$ cat src/swf_pkg.sv
package swf_pkg;

  // fixed field widths of the channels
  localparam int WORD_W = 32;
  localparam int POS_W  = 4;

  typedef logic [WORD_W-1:0] word_t;
  typedef logic [POS_W-1:0]  pos_t;

  // word kinds on the input channel
  typedef enum logic {
    KIND_WEIGHT = 1'b0,
    KIND_DRAIN  = 1'b1
  } kind_e;

  // per-word result flags handed from control to the pipeline
  typedef struct packed {
    logic fwd_valid;
    logic pe_valid;
    logic pe_last;
    logic busy;
  } res_ctl_t;

endpackage

$ cat src/swf_if.sv
// input words: chain weights and drain requests
interface swf_in_if;
  import swf_pkg::*;
  logic  valid;
  logic  ready;
  logic  kind;
  word_t weight_word;

  modport source (output valid, output kind, output weight_word, input ready);
  modport sink   (input valid, input kind, input weight_word, output ready);
endinterface

// result words
interface swf_out_if;
  import swf_pkg::*;
  logic  valid;
  logic  ready;
  logic  forward_valid;
  word_t forward_word;
  logic  pe_valid;
  word_t pe_word;
  logic  pe_last;
  logic  busy_res;

  modport source (
    output valid, output forward_valid, output forward_word, output pe_valid,
    output pe_word, output pe_last, output busy_res, input ready
  );
  modport sink (
    input valid, input forward_valid, input forward_word, input pe_valid,
    input pe_word, input pe_last, input busy_res, output ready
  );
endinterface

// feeder position register write
interface swf_cfg_if;
  import swf_pkg::*;
  logic valid;
  logic ready;
  pos_t data;

  modport source (output valid, output data, input ready);
  modport sink   (input valid, input data, output ready);
endinterface

$ cat src/systolic_weight_feeder_pingpong_unit.sv
// path: an accepted word waits in stage one while the output register is blocked, then moves into it
// throughput: one word per cycle while the result port is ready, weights and drain requests alike
// the bank memory read is registered in the first stage, the second is the output register
// reset clears counters, bank full flags, write bank select, position and pipeline valids
// bank memory contents are not cleared and need writing before they are drained
module systolic_weight_feeder_pingpong_unit #(
  parameter int COLUMNS    = 8,
  parameter int OUT_BLOCK  = 4,
  parameter int IN_BLOCK   = 4,
  parameter int REPEAT     = 4,
  parameter int WORD_WIDTH = 32
) (
  input  logic         clk_i,
  input  logic         rst_ni,
  swf_in_if.sink       in_i,
  swf_cfg_if.sink      cfg_i,
  swf_out_if.source    res_o
);
  import swf_pkg::*;

  localparam int BANK_WORDS = OUT_BLOCK * IN_BLOCK;
  localparam int IDX_W = (BANK_WORDS > 1) ? $clog2(BANK_WORDS) : 1;
  localparam int SW    = (WORD_WIDTH < WORD_W) ? WORD_WIDTH : WORD_W;

  pos_t           pos_q;
  logic           in_ready;
  logic           acc;
  res_ctl_t       ctl;
  logic           mem_we;
  logic           mem_re;
  logic [IDX_W:0] mem_waddr;
  logic [IDX_W:0] mem_raddr;
  logic [SW-1:0]  wdata;
  logic [SW-1:0]  rdata;

  logic           s1_valid_q;
  res_ctl_t       s1_ctl_q;
  logic [SW-1:0]  s1_word_q;
  logic           s1_move;

  logic           out_valid_q;
  res_ctl_t       out_ctl_q;
  word_t          out_fwd_word_q;
  word_t          out_pe_word_q;

  // position register, always writable
  assign cfg_i.ready = 1'b1;

  always_ff @(posedge clk_i or negedge rst_ni) begin
    if (!rst_ni) begin
      pos_q <= '0;
    end else if (cfg_i.valid) begin
      pos_q <= cfg_i.data;
    end
  end

  // handshake: stage one frees when it moves to the output register
  assign s1_move  = s1_valid_q && (!out_valid_q || res_o.ready);
  assign in_ready = !s1_valid_q || s1_move;
  assign in_i.ready = in_ready;
  assign acc      = in_i.valid && in_ready;
  assign wdata    = in_i.weight_word[SW-1:0];

  swf_ctrl #(
    .COLUMNS   (COLUMNS),
    .OUT_BLOCK (OUT_BLOCK),
    .IN_BLOCK  (IN_BLOCK),
    .REPEAT    (REPEAT),
    .IDX_W     (IDX_W)
  ) u_ctrl (
    .clk_i       (clk_i),
    .rst_ni      (rst_ni),
    .acc_i       (acc),
    .kind_i      (in_i.kind),
    .pos_i       (pos_q),
    .ctl_o       (ctl),
    .mem_we_o    (mem_we),
    .mem_waddr_o (mem_waddr),
    .mem_re_o    (mem_re),
    .mem_raddr_o (mem_raddr)
  );

  swf_bank #(
    .DATA_W (SW),
    .ADDR_W (IDX_W + 1)
  ) u_bank (
    .clk_i   (clk_i),
    .we_i    (mem_we),
    .waddr_i (mem_waddr),
    .wdata_i (wdata),
    .re_i    (mem_re),
    .raddr_i (mem_raddr),
    .rdata_o (rdata)
  );

  // pipeline valids
  always_ff @(posedge clk_i or negedge rst_ni) begin
    if (!rst_ni) begin
      s1_valid_q  <= 1'b0;
      out_valid_q <= 1'b0;
    end else begin
      if (acc) begin
        s1_valid_q <= 1'b1;
      end else if (s1_move) begin
        s1_valid_q <= 1'b0;
      end
      if (s1_move) begin
        out_valid_q <= 1'b1;
      end else if (res_o.ready) begin
        out_valid_q <= 1'b0;
      end
    end
  end

  // stage one and output payload
  always_ff @(posedge clk_i) begin
    if (acc) begin
      s1_ctl_q  <= ctl;
      s1_word_q <= wdata;
    end
    if (s1_move) begin
      out_ctl_q      <= s1_ctl_q;
      out_fwd_word_q <= s1_ctl_q.fwd_valid ? WORD_W'(s1_word_q) : '0;
      out_pe_word_q  <= s1_ctl_q.pe_valid ? WORD_W'(rdata) : '0;
    end
  end

  assign res_o.valid         = out_valid_q;
  assign res_o.forward_valid = out_ctl_q.fwd_valid;
  assign res_o.forward_word  = out_fwd_word_q;
  assign res_o.pe_valid      = out_ctl_q.pe_valid;
  assign res_o.pe_word       = out_pe_word_q;
  assign res_o.pe_last       = out_ctl_q.pe_last;
  assign res_o.busy_res      = out_ctl_q.busy;

  // input stalls only when both stages hold a word and the output is blocked
  a_stall_cause: assert property (@(posedge clk_i) disable iff (!rst_ni)
    !in_ready |-> (s1_valid_q && out_valid_q && !res_o.ready))
    else $error("input stalled with room in the pipeline");

  // every accepted word lands in stage one
  a_accept_lands: assert property (@(posedge clk_i) disable iff (!rst_ni)
    acc |=> s1_valid_q)
    else $error("accepted word lost before stage one");

  // a word leaving stage one always reaches the output register
  a_move_lands: assert property (@(posedge clk_i) disable iff (!rst_ni)
    s1_move |=> out_valid_q)
    else $error("stage one word lost before output");

endmodule

$ cat src/swf_bank.sv
module swf_bank #(
  parameter int DATA_W = 32,
  parameter int ADDR_W = 5
) (
  input  logic              clk_i,
  input  logic              we_i,
  input  logic [ADDR_W-1:0] waddr_i,
  input  logic [DATA_W-1:0] wdata_i,
  input  logic              re_i,
  input  logic [ADDR_W-1:0] raddr_i,
  output logic [DATA_W-1:0] rdata_o
);

  logic [DATA_W-1:0] mem_q [2**ADDR_W];
  logic [DATA_W-1:0] rdata_q;

  // one write port, one registered read port
  always_ff @(posedge clk_i) begin
    if (we_i) begin
      mem_q[waddr_i] <= wdata_i;
    end
    if (re_i) begin
      rdata_q <= mem_q[raddr_i];
    end
  end

  assign rdata_o = rdata_q;

endmodule

$ cat src/swf_ctrl.sv
module swf_ctrl #(
  parameter int COLUMNS   = 8,
  parameter int OUT_BLOCK = 4,
  parameter int IN_BLOCK  = 4,
  parameter int REPEAT    = 4,
  parameter int IDX_W     = 4
) (
  input  logic             clk_i,
  input  logic             rst_ni,
  input  logic             acc_i,
  input  logic             kind_i,
  input  swf_pkg::pos_t    pos_i,
  output swf_pkg::res_ctl_t ctl_o,
  output logic             mem_we_o,
  output logic [IDX_W:0]   mem_waddr_o,
  output logic             mem_re_o,
  output logic [IDX_W:0]   mem_raddr_o
);
  import swf_pkg::*;

  localparam int BANK_WORDS = OUT_BLOCK * IN_BLOCK;
  localparam int S_W = (COLUMNS > 1) ? $clog2(COLUMNS) : 1;
  localparam int O_W = (OUT_BLOCK > 1) ? $clog2(OUT_BLOCK) : 1;
  localparam int R_W = (REPEAT > 1) ? $clog2(REPEAT) : 1;
  localparam int I_W = (IN_BLOCK > 1) ? $clog2(IN_BLOCK) : 1;

  logic [IDX_W-1:0] wr_idx_q, wr_idx_d;
  logic [S_W-1:0]   wr_slice_q, wr_slice_d;
  logic [O_W-1:0]   rd_o_q, rd_o_d;
  logic [R_W-1:0]   rd_r_q, rd_r_d;
  logic [I_W-1:0]   rd_i_q, rd_i_d;
  logic             wsel_q, wsel_d;
  logic [1:0]       full_q, full_d;

  logic             wr_last;
  logic             rd_last;
  logic             rsel;
  logic [IDX_W-1:0] rd_idx;

  // block and drain sequence ends
  assign wr_last = (wr_idx_q == IDX_W'(BANK_WORDS - 1)) && (wr_slice_q == S_W'(COLUMNS - 1));
  assign rd_last = (rd_o_q == O_W'(OUT_BLOCK - 1)) && (rd_r_q == R_W'(REPEAT - 1))
                   && (rd_i_q == I_W'(IN_BLOCK - 1));

  // older full bank drains first
  assign rsel   = (full_q == 2'b11) ? wsel_q : ~full_q[0];
  assign rd_idx = IDX_W'(rd_o_q * IN_BLOCK + rd_i_q);

  assign mem_waddr_o = {wsel_q, wr_idx_q};
  assign mem_raddr_o = {rsel, rd_idx};

  // per-word decisions and counter advance
  always_comb begin
    wr_idx_d   = wr_idx_q;
    wr_slice_d = wr_slice_q;
    rd_o_d     = rd_o_q;
    rd_r_d     = rd_r_q;
    rd_i_d     = rd_i_q;
    wsel_d     = wsel_q;
    full_d     = full_q;
    ctl_o      = '0;
    mem_we_o   = 1'b0;
    mem_re_o   = 1'b0;
    if (acc_i) begin
      if (kind_i == KIND_WEIGHT) begin
        if (full_q[wsel_q]) begin
          ctl_o.busy = 1'b1;
        end else begin
          mem_we_o        = (pos_i == POS_W'(wr_slice_q));
          ctl_o.fwd_valid = ({1'b0, pos_i} < (POS_W + 1)'(COLUMNS - 1));
          if (wr_idx_q == IDX_W'(BANK_WORDS - 1)) begin
            wr_idx_d = '0;
            if (wr_last) begin
              wr_slice_d     = '0;
              full_d[wsel_q] = 1'b1;
              wsel_d         = ~wsel_q;
            end else begin
              wr_slice_d = wr_slice_q + S_W'(1);
            end
          end else begin
            wr_idx_d = wr_idx_q + IDX_W'(1);
          end
        end
      end else if (full_q != 2'b00) begin
        mem_re_o       = 1'b1;
        ctl_o.pe_valid = 1'b1;
        ctl_o.pe_last  = rd_last;
        if (rd_last) begin
          full_d[rsel] = 1'b0;
        end
        // out-row inner, repeat middle, in-column outer
        if (rd_o_q == O_W'(OUT_BLOCK - 1)) begin
          rd_o_d = '0;
          if (rd_r_q == R_W'(REPEAT - 1)) begin
            rd_r_d = '0;
            if (rd_i_q == I_W'(IN_BLOCK - 1)) begin
              rd_i_d = '0;
            end else begin
              rd_i_d = rd_i_q + I_W'(1);
            end
          end else begin
            rd_r_d = rd_r_q + R_W'(1);
          end
        end else begin
          rd_o_d = rd_o_q + O_W'(1);
        end
      end
    end
  end

  always_ff @(posedge clk_i or negedge rst_ni) begin
    if (!rst_ni) begin
      wr_idx_q   <= '0;
      wr_slice_q <= '0;
      rd_o_q     <= '0;
      rd_r_q     <= '0;
      rd_i_q     <= '0;
      wsel_q     <= 1'b0;
      full_q     <= 2'b00;
    end else begin
      wr_idx_q   <= wr_idx_d;
      wr_slice_q <= wr_slice_d;
      rd_o_q     <= rd_o_d;
      rd_r_q     <= rd_r_d;
      rd_i_q     <= rd_i_d;
      wsel_q     <= wsel_d;
      full_q     <= full_d;
    end
  end

  // a drain in progress always has a full bank behind it
  a_drain_has_bank: assert property (@(posedge clk_i) disable iff (!rst_ni)
    ((rd_o_q != '0) || (rd_r_q != '0) || (rd_i_q != '0)) |-> (full_q != 2'b00))
    else $error("drain position moved with no full bank");

  // a completed block hands the other bank to the writer
  a_bank_swap: assert property (@(posedge clk_i) disable iff (!rst_ni)
    (acc_i && (kind_i == KIND_WEIGHT) && !full_q[wsel_q] && wr_last)
      |=> (wsel_q != $past(wsel_q)) && full_q[$past(wsel_q)])
    else $error("bank did not swap after a full block");

  // write position stays inside the bank
  a_wr_idx_range: assert property (@(posedge clk_i) disable iff (!rst_ni)
    wr_idx_q <= IDX_W'(BANK_WORDS - 1))
    else $error("write index beyond bank size");

endmodule

$ cat src/flat_wrapper.sv
// flat-port wrapper written by rule: the top's interface ports become plain ports
module systolic_weight_feeder_pingpong_unit_flat import swf_pkg::*;
#(
  parameter int COLUMNS    = 8,
  parameter int OUT_BLOCK  = 4,
  parameter int IN_BLOCK   = 4,
  parameter int REPEAT     = 4,
  parameter int WORD_WIDTH = 32
)
  (clk_i, rst_ni, in_i_valid, in_i_kind, in_i_weight_word, in_i_ready, cfg_i_valid, cfg_i_data, cfg_i_ready, res_o_valid, res_o_forward_valid, res_o_forward_word, res_o_pe_valid, res_o_pe_word, res_o_pe_last, res_o_busy_res, res_o_ready);
  swf_in_if in_i_i ();
  swf_cfg_if cfg_i_i ();
  swf_out_if res_o_i ();
  input  logic clk_i;
  input  logic rst_ni;
  input wire logic [$bits(in_i_i.valid)-1:0] in_i_valid;
  input wire logic [$bits(in_i_i.kind)-1:0] in_i_kind;
  input wire logic [$bits(in_i_i.weight_word)-1:0] in_i_weight_word;
  output wire logic [$bits(in_i_i.ready)-1:0] in_i_ready;
  input wire logic [$bits(cfg_i_i.valid)-1:0] cfg_i_valid;
  input wire logic [$bits(cfg_i_i.data)-1:0] cfg_i_data;
  output wire logic [$bits(cfg_i_i.ready)-1:0] cfg_i_ready;
  output wire logic [$bits(res_o_i.valid)-1:0] res_o_valid;
  output wire logic [$bits(res_o_i.forward_valid)-1:0] res_o_forward_valid;
  output wire logic [$bits(res_o_i.forward_word)-1:0] res_o_forward_word;
  output wire logic [$bits(res_o_i.pe_valid)-1:0] res_o_pe_valid;
  output wire logic [$bits(res_o_i.pe_word)-1:0] res_o_pe_word;
  output wire logic [$bits(res_o_i.pe_last)-1:0] res_o_pe_last;
  output wire logic [$bits(res_o_i.busy_res)-1:0] res_o_busy_res;
  input wire logic [$bits(res_o_i.ready)-1:0] res_o_ready;
  assign in_i_i.valid = in_i_valid;
  assign in_i_i.kind = in_i_kind;
  assign in_i_i.weight_word = in_i_weight_word;
  assign in_i_ready = in_i_i.ready;
  assign cfg_i_i.valid = cfg_i_valid;
  assign cfg_i_i.data = cfg_i_data;
  assign cfg_i_ready = cfg_i_i.ready;
  assign res_o_valid = res_o_i.valid;
  assign res_o_forward_valid = res_o_i.forward_valid;
  assign res_o_forward_word = res_o_i.forward_word;
  assign res_o_pe_valid = res_o_i.pe_valid;
  assign res_o_pe_word = res_o_i.pe_word;
  assign res_o_pe_last = res_o_i.pe_last;
  assign res_o_busy_res = res_o_i.busy_res;
  assign res_o_i.ready = res_o_ready;
  systolic_weight_feeder_pingpong_unit #(.COLUMNS(COLUMNS), .OUT_BLOCK(OUT_BLOCK), .IN_BLOCK(IN_BLOCK), .REPEAT(REPEAT), .WORD_WIDTH(WORD_WIDTH)) u_core (.clk_i(clk_i), .rst_ni(rst_ni), .in_i(in_i_i), .cfg_i(cfg_i_i), .res_o(res_o_i));
endmodule
$ cat config.mk
export PLATFORM = sky130hd
export DESIGN_NAME = systolic_weight_feeder_pingpong_unit_flat
export DESIGN_NICKNAME = d
export VERILOG_FILES = /design/src/swf_pkg.sv /design/src/swf_if.sv /design/src/systolic_weight_feeder_pingpong_unit.sv /design/src/swf_bank.sv /design/src/swf_ctrl.sv /design/src/flat_wrapper.sv
export SDC_FILE = /design/constraint.sdc
export NUM_CORES = 1
export LEC_CHECK = 0
export ABC_CLOCK_PERIOD_IN_PS = 9360
export BUFFER_PORTS_ARGS = -buffer_cell sky130_fd_sc_hd__buf_2
export CAP_MARGIN = 30
export CORE_MARGIN = 2
export CORE_UTILIZATION = 40
export CTS_BUF_LIST = sky130_fd_sc_hd__clkbuf_8
export DETAILED_ROUTE_END_ITERATION = 10
export GPL_ROUTABILITY_DRIVEN = 0
export SETUP_SLACK_MARGIN = 0.3
export SLEW_MARGIN = 5
export SYNTH_ARGS = -nofsm -noshare
export SYNTH_HDL_FRONTEND = slang
export SYNTH_SLANG_ARGS = --single-unit
$ cat constraint.sdc
create_clock -name clk_i -period 9.36 [get_ports clk_i]
set_input_delay 1.404 -clock clk_i [delete_from_list [all_inputs] [get_ports clk_i]]
set_output_delay 1.404 -clock clk_i [all_outputs]
set_load 0.01 [all_outputs]
Yosys cells after proc, flatten, opt, wreduce, memory -nomap -nowiden
Memory sizes are Yosys's and may differ from the RTL's. A register that Yosys moved wholly into a read port is not among the register bits.
Index checks and enable logic that the tools add are counted.

cells by class
  $add $sub $neg = 6
  $lt $le $gt $ge = 5
  equal/unequal tests = 10
  mux-type cells = 32
  bitwise gates (word level) = 7
  reductions and logical operators = 25

operators by type and width
  kind                                                                           count
  2-bit 2-to-1 mux                                                               10
  1-bit 2-to-1 mux                                                               18
  5-bit AND reduction                                                            2
  2-bit nonzero test                                                             5
  2-bit equality test (second input constant)                                    4
  4-bit AND reduction                                                            2
  1-bit logical AND                                                              7
  2-bit by 1-bit adder with 2-bit output (second input constant)                 3
  3-bit AND reduction                                                            2
  6-bit AND reduction                                                            1
  4-bit by 1-bit adder with 4-bit output (second input constant)                 1
  4-bit by 2-bit adder with 4-bit output                                         1
  4-bit by 3-bit equality test with 1-bit output                                 1
  4-bit equality test (second input constant)                                    1
  1-bit by 2-bit less-than comparator with 1-bit output (second input constant)  2
  4-bit by 3-bit less-than comparator with 1-bit output (second input constant)  1
  4-bit 2-to-1 mux                                                               1
  2-bit by 1-bit inequality test with 1-bit output (second input constant)       2
  1-bit inverter                                                                 4
  3-bit by 1-bit adder with 3-bit output (second input constant)                 1
  3-bit equality test (second input constant)                                    1
  3-bit 2-to-1 mux                                                               1
  2-bit AND                                                                      1
  1-bit demux with 1-bit select                                                  2
  other kinds (8)                                                                11

word-level totals
  flip-flop bits (word level) = 126
  memory bits (writable) = 1,024
  bits of input ports = 42
  output and inout port bits = 71
  memories kept = 1

memories
  memory               words  width  rd ports  clocked after memory_dff  wr ports  line            source
  u_core.u_bank.mem_q  32     32     1         1                         1         swf_bank.sv:14  logic [DATA_W-1:0] mem_q [2**ADDR_W];

Logic depth before layout (Yosys ltp)
Gate-level depths: netlist (run 1).

  word-level depth = 11
  depth in mapped cells = 7
  gate-level depth less buffers = 5

By module
A second synthesis (run 1) with hierarchy kept.

second synthesis, totals
  cells, all modules = 2,541
  area total of the unflattened synthesis = 45,671.3 µm²

by module, submodules not included
  module                                instances  cells each  area an instance (µm²)  seq. area each (µm²)
  swf_bank                              1          2,260       40,812.9                31,710.4
  systolic_weight_feeder_pingpong_unit  1          192         3,891.2                 3,273.1
  swf_ctrl                              1          89          967.2                   400.4

Worst setup path before layout (run 1)
No wires, ideal clock.

  path type = input -> register
  start = input port res_o_ready
  end = memory u_core.u_bank.mem_q[12][0] (enable)
  setup time = 0.421 ns
  arrival time = 4.914 ns
  setup slack = 4.025 ns
  stages = 5
  buffers on the path = 1
  path through = nand3b_1 -> and2_1 -> clkbuf_1 -> nand4_1 -> nor2_1

between the ends
  cells in the longest elaborated chain, start to end = 7

RTL lines
  element                                 line                                        source
  from (decl)                             flat_wrapper.sv:30                          input wire logic [$bits(res_o_i.ready)-1:0] res_o_ready;
  1-bit logical OR                        systolic_weight_feeder_pingpong_unit.sv:58  assign s1_move = s1_valid_q && (!out_valid_q || res_o.ready);
  1-bit logical AND                       systolic_weight_feeder_pingpong_unit.sv:58
  1-bit logical OR                        systolic_weight_feeder_pingpong_unit.sv:59  assign in_ready = !s1_valid_q || s1_move;
  1-bit logical AND                       systolic_weight_feeder_pingpong_unit.sv:61  assign acc = in_i.valid && in_ready;
  net u_core.acc                          systolic_weight_feeder_pingpong_unit.sv:27  logic acc;
  1-bit 2-to-1 mux                        swf_ctrl.sv:64                              if (acc_i) begin
  1-bit 2-to-1 mux                        swf_bank.sv:19                              if (we_i) begin
  1-bit 2-to-1 mux (not written as such)  swf_bank.sv:20                              mem_q[waddr_i] <= wdata_i;
  to (decl)                               swf_bank.sv:14

The timed path passes the listed nets, and every way through them passes these cells.

Worst setup path after layout (run 1)
  start = register u_core.u_ctrl.rd_i_q[0]
  end = register u_core.u_bank.rdata_q[14], in the netlist u_core.u_bank.rdata_o[14] (read register of u_core.u_bank.mem_q), data pin

between the ends
  cells in the longest elaborated chain, start to end = 1

RTL lines
  element                                 line             source
  from (decl)                             swf_ctrl.sv:31   logic [I_W-1:0] rd_i_q, rd_i_d;
  from (signal assigned)                  swf_ctrl.sv:125  rd_i_q <= rd_i_d;
  4-bit by 2-bit adder with 4-bit output  swf_ctrl.sv:47   assign rd_idx = IDX_W'(rd_o_q * IN_BLOCK + rd_i_q);
  to (decl)                               swf_bank.sv:15   logic [DATA_W-1:0] rdata_q;

No other way between the ends.
A chain may end at the register's enable or synchronous reset.

==> results.sh, run 1 <==
export IMPL_status="complete, no violations"
export IMPL_max_slew_margin_pct=31.4
export IMPL_n_fill_cell=9155
export IMPL_synth_edff_count=1160
export IMPL_synth_avg_cell_area_um2=23.3
export IMPL_hp_class="reg2reg"
export IMPL_yosysWarningCount=0
export IMPL_synth_area_leaders="edfxtp_1, mux4_2, mux2_2"
export IMPL_finalSetupTns_ns=0
export IMPL_max_freq_mhz=245
export IMPL_grt_pass1_wl_um=157000
export IMPL_final_core_util_pct=46.3
export IMPL_skew_ns=0.0394
export IMPL_syn_nets=1970
export IMPL_routed_via_count=20900
export IMPL_io_pin_count=113
export IMPL_power_leakage_nw=15.8
export IMPL_firstDrtPassIters=8
export IMPL_core_area_um2=111000
export IMPL_period_share_pct=43.5
export IMPL_clk_path_buf_depth=3
export IMPL_ys_flop_type="edfxtp_1"
export IMPL_ys_seq_area_share_pct=79.0
export IMPL_cts_tree="done"
export IMPL_worst_setup_path_end_kind="flop"
export IMPL_synth_simple_area_share_pct=1.72
export IMPL_postSynthCellCount=1919
export IMPL_final_hold_viol_count=0
export IMPL_synth_top_family_by_area="multiplexers"
export IMPL_clk_latency_ns=0.86
export IMPL_grt_usage_pct=19.0
export IMPL_cts_sinks=1182
export IMPL_path_cells="buf_4 -> buf_4 -> mux2i_1 -> a221oi_1"
export IMPL_crit_top_cell="buf_4"
export IMPL_required_ns=9.90
export IMPL_critical_path_class="reg2reg"
export IMPL_worst_pin_slew_ns=1.03
export IMPL_grt_overflow=0
export IMPL_cpPeakStageDelay_ns=0.97
export IMPL_cts_setup_buffers=0
export IMPL_yosys_area_top_type_share_pct=77.8
export IMPL_antenna_found_initial=9
export IMPL_grt_max_degree=135
export IMPL_dp_hpwl_um=67800
export IMPL_antenna_left=0
export IMPL_max_cap_violations=0
export IMPL_ctsResizeCount=0
export IMPL_worstSetupStartpointType="flop"
export IMPL_die_h_um=339
export IMPL_rsz0062_at_grt="no"
export IMPL_multiInputGateArea_um2=9030
export IMPL_drv_slew=0
export IMPL_vias_per_cell=5.47
export IMPL_synth_seq_cells=1182
export IMPL_critPathTopFamily="buffers and inverters"
export IMPL_drt_iter0_drc=2223
export IMPL_cts_inserted_buffers=185
export IMPL_layout_drive_gt1_share_pct=33.1
export IMPL_cp_slowest_cell="dfrtp_4"
export IMPL_hold_buffers=0
export IMPL_most_common_layout_cells="edfxtp_1, mux4_2, clkbuf_8, buf_2, mux2_2"
export IMPL_layout_commonest_cell="edfxtp_1"
export IMPL_ir_worst_vdd_mv=0.118
export IMPL_crit_fanout=52
export IMPL_grt_pass1_vias=21700
export IMPL_core_rowCount=122
export IMPL_syn_cell_area_um2=44800
export IMPL_place_area_um2=47800
export IMPL_synth_fa_ha_area_share_pct=0.251
export IMPL_cp_buffers_inverters=2
export IMPL_syn2layout_area_growth_pct=14.5
export IMPL_power_density_nw_per_um2=200
export IMPL_synth_xor_area_share_pct=0.0978
export IMPL_setup_violations=0
export IMPL_cts_root_buf="clkbuf_8"
export IMPL_wl_per_cell_um=28.6
export IMPL_drc=0
export IMPL_whs_ns=0.425
export IMPL_clk_pin_slew_ns=0.06
export IMPL_synthMuxAreaShare_pct=16.2
export IMPL_io_buffers=111
export IMPL_initial_utilization_pct=40.4
export IMPL_wl_um=109000
export IMPL_synthArstFlopShare_pct=1.86
export IMPL_timing_final_crit_period_ns=4.07
export IMPL_die_w_um=339
export IMPL_dieArea_um2=115000
export IMPL_design_area_um2=51300
export IMPL_final_nets=2228
export IMPL_synth_cell_types=35
export IMPL_worstPathArrival_ns=4.61
export IMPL_synth_compound_area_share_pct=1.25
export IMPL_register_area_um2=35400
export IMPL_cts_htree_levels=4
export IMPL_yosys_area_top_type="edfxtp_1"
## per-stage QoR
step | std cells | setup slack [ns] | power (mW)
final | 3811 | 5.29 | 10.3
after global routing | 3809 | 5.25 | 10.6
after CTS | 3806 | 5.29 | 10.4
after detailed placement | 3476 | 5.21 | 6.29
after global placement | 3442 | 5.08 | 6.27
after floorplan | 1919 | 4.03 | 6.09
## cells by family (layout without fill, tap and decap cells)
group,count (synthesis),count (layout)
other cells,1,4
flops,1182,1182
fa+ha+maj,9,9
xor+xnor,5,5
mux,397,397
compound gates,76,76
buf+inv,105,506
simple gates,144,144
## final timing paths
| kind | slack (ns) | depth (start not counted) | startpoint | to |
|---|---|---|---|---|
| setup / recovery | 5.29 | 4 | u_core.u_ctrl.rd_i_q[0] | u_core.u_bank.rdata_o[14] |
| min in group asynchronous | 0.52 | 1 | rst_ni | u_core.res_o.valid |
| hold reg to reg | 0.42 | 0 | u_core.s1_ctl_q[0] | u_core.res_o.busy_res |
| hold / removal | 0.42 | 0 | u_core.s1_ctl_q[0] | u_core.res_o.busy_res |
| max in group asynchronous | 8.41 | 1 | rst_ni | u_core.u_ctrl.rd_o_q[0] |
| setup reg to reg | 5.29 | 4 | u_core.u_ctrl.rd_i_q[0] | u_core.u_bank.rdata_o[14] |
## final cells by class
type / count / area share (%)
inverters: 10 / 0.0732
diodes: 3 / 0.0146
clock inverters: 137 / 1.54
well taps: 1488 / 3.63
flip-flops and latches: 1182 / 69.0
repair buffers: 166 / 2.98
clock buffers: 193 / 5.18
multi-input cells: 632 / 17.6
## cell usage after synthesis (all sizes together), types with 4 or more instances
library cell / instances
nand2: 8
mux2: 76
inv: 10
nor2: 42
ha: 9
nand2b: 4
o22ai: 32
o21ai: 5
and2: 66
edfxtp: 1160
dfrtp: 22
clkbuf: 32
mux2i: 65
a221oi: 32
mux4: 256
nand4: 4
buf: 63
nand3: 10
## worst reg2reg max path: cells and delay by family (launching register included)
| family | cells | cell delay, ns |
|---|---|---|
| compound gates | 1 | 0.17 |
| mux | 1 | 0.93 |
| flops | 1 | 0.97 |
| buf+inv | 2 | 1.68 |
## layer usage
metal	GRT usage [%]	vias up	part of all wire, %
met1	26.4	11200	42
met3	3.52	172	7.0
met4	5.73	0	2.3
li1	-	8665	-
met2	30.8	816	49
met5	0	-	0
## sequential cells by signal, summed over array words and instances, names as in the netlist, 3 cells and up
name and count:
u_core.u_ctrl.wr_idx_q 4, u_core.pos_q 4, u_core.u_bank.mem_q 1024, u_core.s1_ctl_q 4
u_core.u_ctrl.wr_slice_q 3, u_core.s1_word_q 32, u_core.res_o.forward_word 32, u_core.u_bank.rdata_o 32
u_core.res_o.pe_word 32
## report_power, final
group / switching (mW) / total, mW / internal, mW
Combinational: 0.213 / 0.268 / 0.0557
Sequential: 0.0298 / 5.90 / 5.87
Clock: 1.99 / 4.09 / 2.11
Total: 2.23 / 10.3 / 8.03
No activity file was read; power rests on OpenSTA's default activity.
==> run 2: changes to the inputs <==
Settings changed: ABC_CLOCK_PERIOD_IN_PS 9360 to 3980.
Clock period 9.36 ns to 3.98 ns, I/O delays scaled along.
==> results.sh, run 2 (synthesis results as in run 1) <==
export IMPL_status="complete, no violations"
export IMPL_rrSetupSlack_ns=1.01
export IMPL_skew_ns=0.0467
export IMPL_internal_power_mw=18.8
export IMPL_layout_drive_gt1_share_pct=33.7
export IMPL_initial_utilization_pct=40.4
export IMPL_r2r_start="u_core.u_ctrl.wsel_q"
export IMPL_cts_sinks=1182
export IMPL_drt_iter0_drc=2424
export IMPL_worstPathArrival_ns=3.48
export IMPL_wl_per_cell_um=28.9
export IMPL_cts_htree_levels=4
export IMPL_clk_path_buf_depth=3
export IMPL_timing_final_crit_period_ns=2.97
export IMPL_period_share_pct=74.5
export IMPL_core_area_um2=111000
export IMPL_required_ns=4.50
export IMPL_worst_pin_slew_ns=0.908
export IMPL_final_hold_viol_count=0
export IMPL_max_freq_mhz=337
export IMPL_final_core_util_pct=46.5
export IMPL_die_w_um=339
export IMPL_max_slew_margin_pct=39.5
export IMPL_hp_class="in2reg"
export IMPL_grt_pass1_vias=22200
export IMPL_drv_slew=0
export IMPL_antenna_left=0
export IMPL_grt_overflow=0
export IMPL_hold_buffers=12
export IMPL_critical_path_class="reg2reg"
export IMPL_clkPwrFrac_pct=40.0
export IMPL_worst_setup_path_end_kind="flop"
export IMPL_final_cells=3863
export IMPL_worstSetupStartpointType="flop"
export IMPL_io_buffers=111
export IMPL_ctsResizeCount=0
export IMPL_drc=0
export IMPL_crit_fanout=22
export IMPL_crit_path_start="u_core.u_ctrl.wsel_q"
export IMPL_core_rowCount=122
export IMPL_cts_root_buf="clkbuf_8"
export IMPL_power_frac_seq_pct=57.6
export IMPL_power_leakage_nw=16.0
export IMPL_combPwrFrac_pct=2.4
export IMPL_clk_latency_ns=0.88
export IMPL_largest_reg_flops=1024
export IMPL_finalSetupTns_ns=0
export IMPL_vias_per_cell=5.48
export IMPL_wl_um=112000
export IMPL_cts_tree="done"
export IMPL_dieArea_um2=115000
export IMPL_firstDrtPassIters=5
export IMPL_whs_ns=0.223
export IMPL_most_common_layout_cells="edfxtp_1, mux4_2, clkbuf_8, buf_2, mux2_2"
export IMPL_ir_worst_vdd_mv=0.295
export IMPL_final_nets=2271
export IMPL_largest_register="u_core.u_bank.mem_q"
export IMPL_clk_pin_slew_ns=0.06
export IMPL_antenna_found_initial=14
export IMPL_power_density_nw_per_um2=468
export IMPL_syn2layout_area_growth_pct=15.1
export IMPL_p_sw_share_pct=22.3
export IMPL_p_switching_mw=5.38
export IMPL_dp_hpwl_um=61300
export IMPL_io_pin_count=113
export IMPL_die_h_um=339
export IMPL_rsz0062_at_grt="no"
export IMPL_max_cap_violations=0
export IMPL_setup_violations=0
export IMPL_grt_max_degree=116
export IMPL_min_from="in_i_weight_word[14]"
export IMPL_cts_setup_buffers=0
export IMPL_grt_pass1_wl_um=159000
export IMPL_routed_via_count=21200
export IMPL_grt_usage_pct=19.5
export IMPL_cts_inserted_buffers=191
export IMPL_layout_commonest_cell="edfxtp_1"
export IMPL_dp_cells=3503
-- run 2: cell types whose count changed in the layout (fill, tap and decap cells not counted), moves of 3 or more --
cell           previous run  this run
clkinv_2                 17        24
inv_8                     6         3
clkinv_1                 51        59
buf_16                   11         0
buf_12                   27        35
inv_12                    0         4
buf_4                    17        44
dlygate4sd3_1             0        12
bufinv_16                 7         4
-- run 2: metrics by stage --
| stage | power (mW) | worst slack [ns] | area [µm²] |
|---|---|---|---|
| 4_1_cts | 24.4 | 0.980 | 51500 |
| 3_3_place_gp | 14.7 | 0.961 | 47900 |
| 5_1_grt | 25.0 | 0.788 | 51500 |
| 6_report | 24.1 | 1.01 | 51500 |
| 2_1_floorplan | 14.3 | 0.514 | 44900 |
| 3_5_place_dp | 14.7 | 1.01 | 47900 |
-- run 2: worst max-delay path, stage by stage (launching register included) --
cell	delay (ns)
dfrtp_1	0.49
mux2i_1	0.31
nor3b_1	0.52
nand4_1	0.18
buf_4	0.26
nor2_4	0.50
buf_12	0.33
-- run 2: power groups by stage --
stage	clock network, mW	logic (mW)	registers, mW
finish	9.66	0.586	13.9
global route	10.4	0.644	13.9
CTS	9.91	0.598	13.9
detailed placement	0	0.586	14.1
global placement	0	0.557	14.1
floorplan	0	0.190	14.1
-- run 2: area by class of cell --
type / instances / area [µm²]
Clock inverter: 154 / 848
Sequential cell: 1182 / 35400
Multi-Input combinational cell: 632 / 9030
Timing Repair Buffer: 203 / 1710
Fill cell: 9225 / 59300
Antenna cell: 2 / 5.00
Inverter: 10 / 37.5
Tap cell: 1488 / 1860
Clock buffer: 192 / 2640
-- run 2: worst paths after layout --
check / to / cells after the start
max in group asynchronous: u_core.u_ctrl.rd_i_q[0] / 2
max: u_core.u_bank.mem_q[23][11] / 6
min: u_core.u_bank.mem_q[22][14] / 1
min reg2reg: u_core.res_o.busy_res / 0
min in group asynchronous: u_core.u_ctrl.wr_idx_q[0] / 2
max reg2reg: u_core.u_bank.mem_q[23][11] / 6
-- run 2: metal layers --
metal,vias up,routed length [µm],global-route usage [%]
met5,-,32,0
met4,6,2860,6.41
met3,190,7700,4.10
met2,833,55000,31.6
met1,11400,45900,26.4
li1,8745,-,-
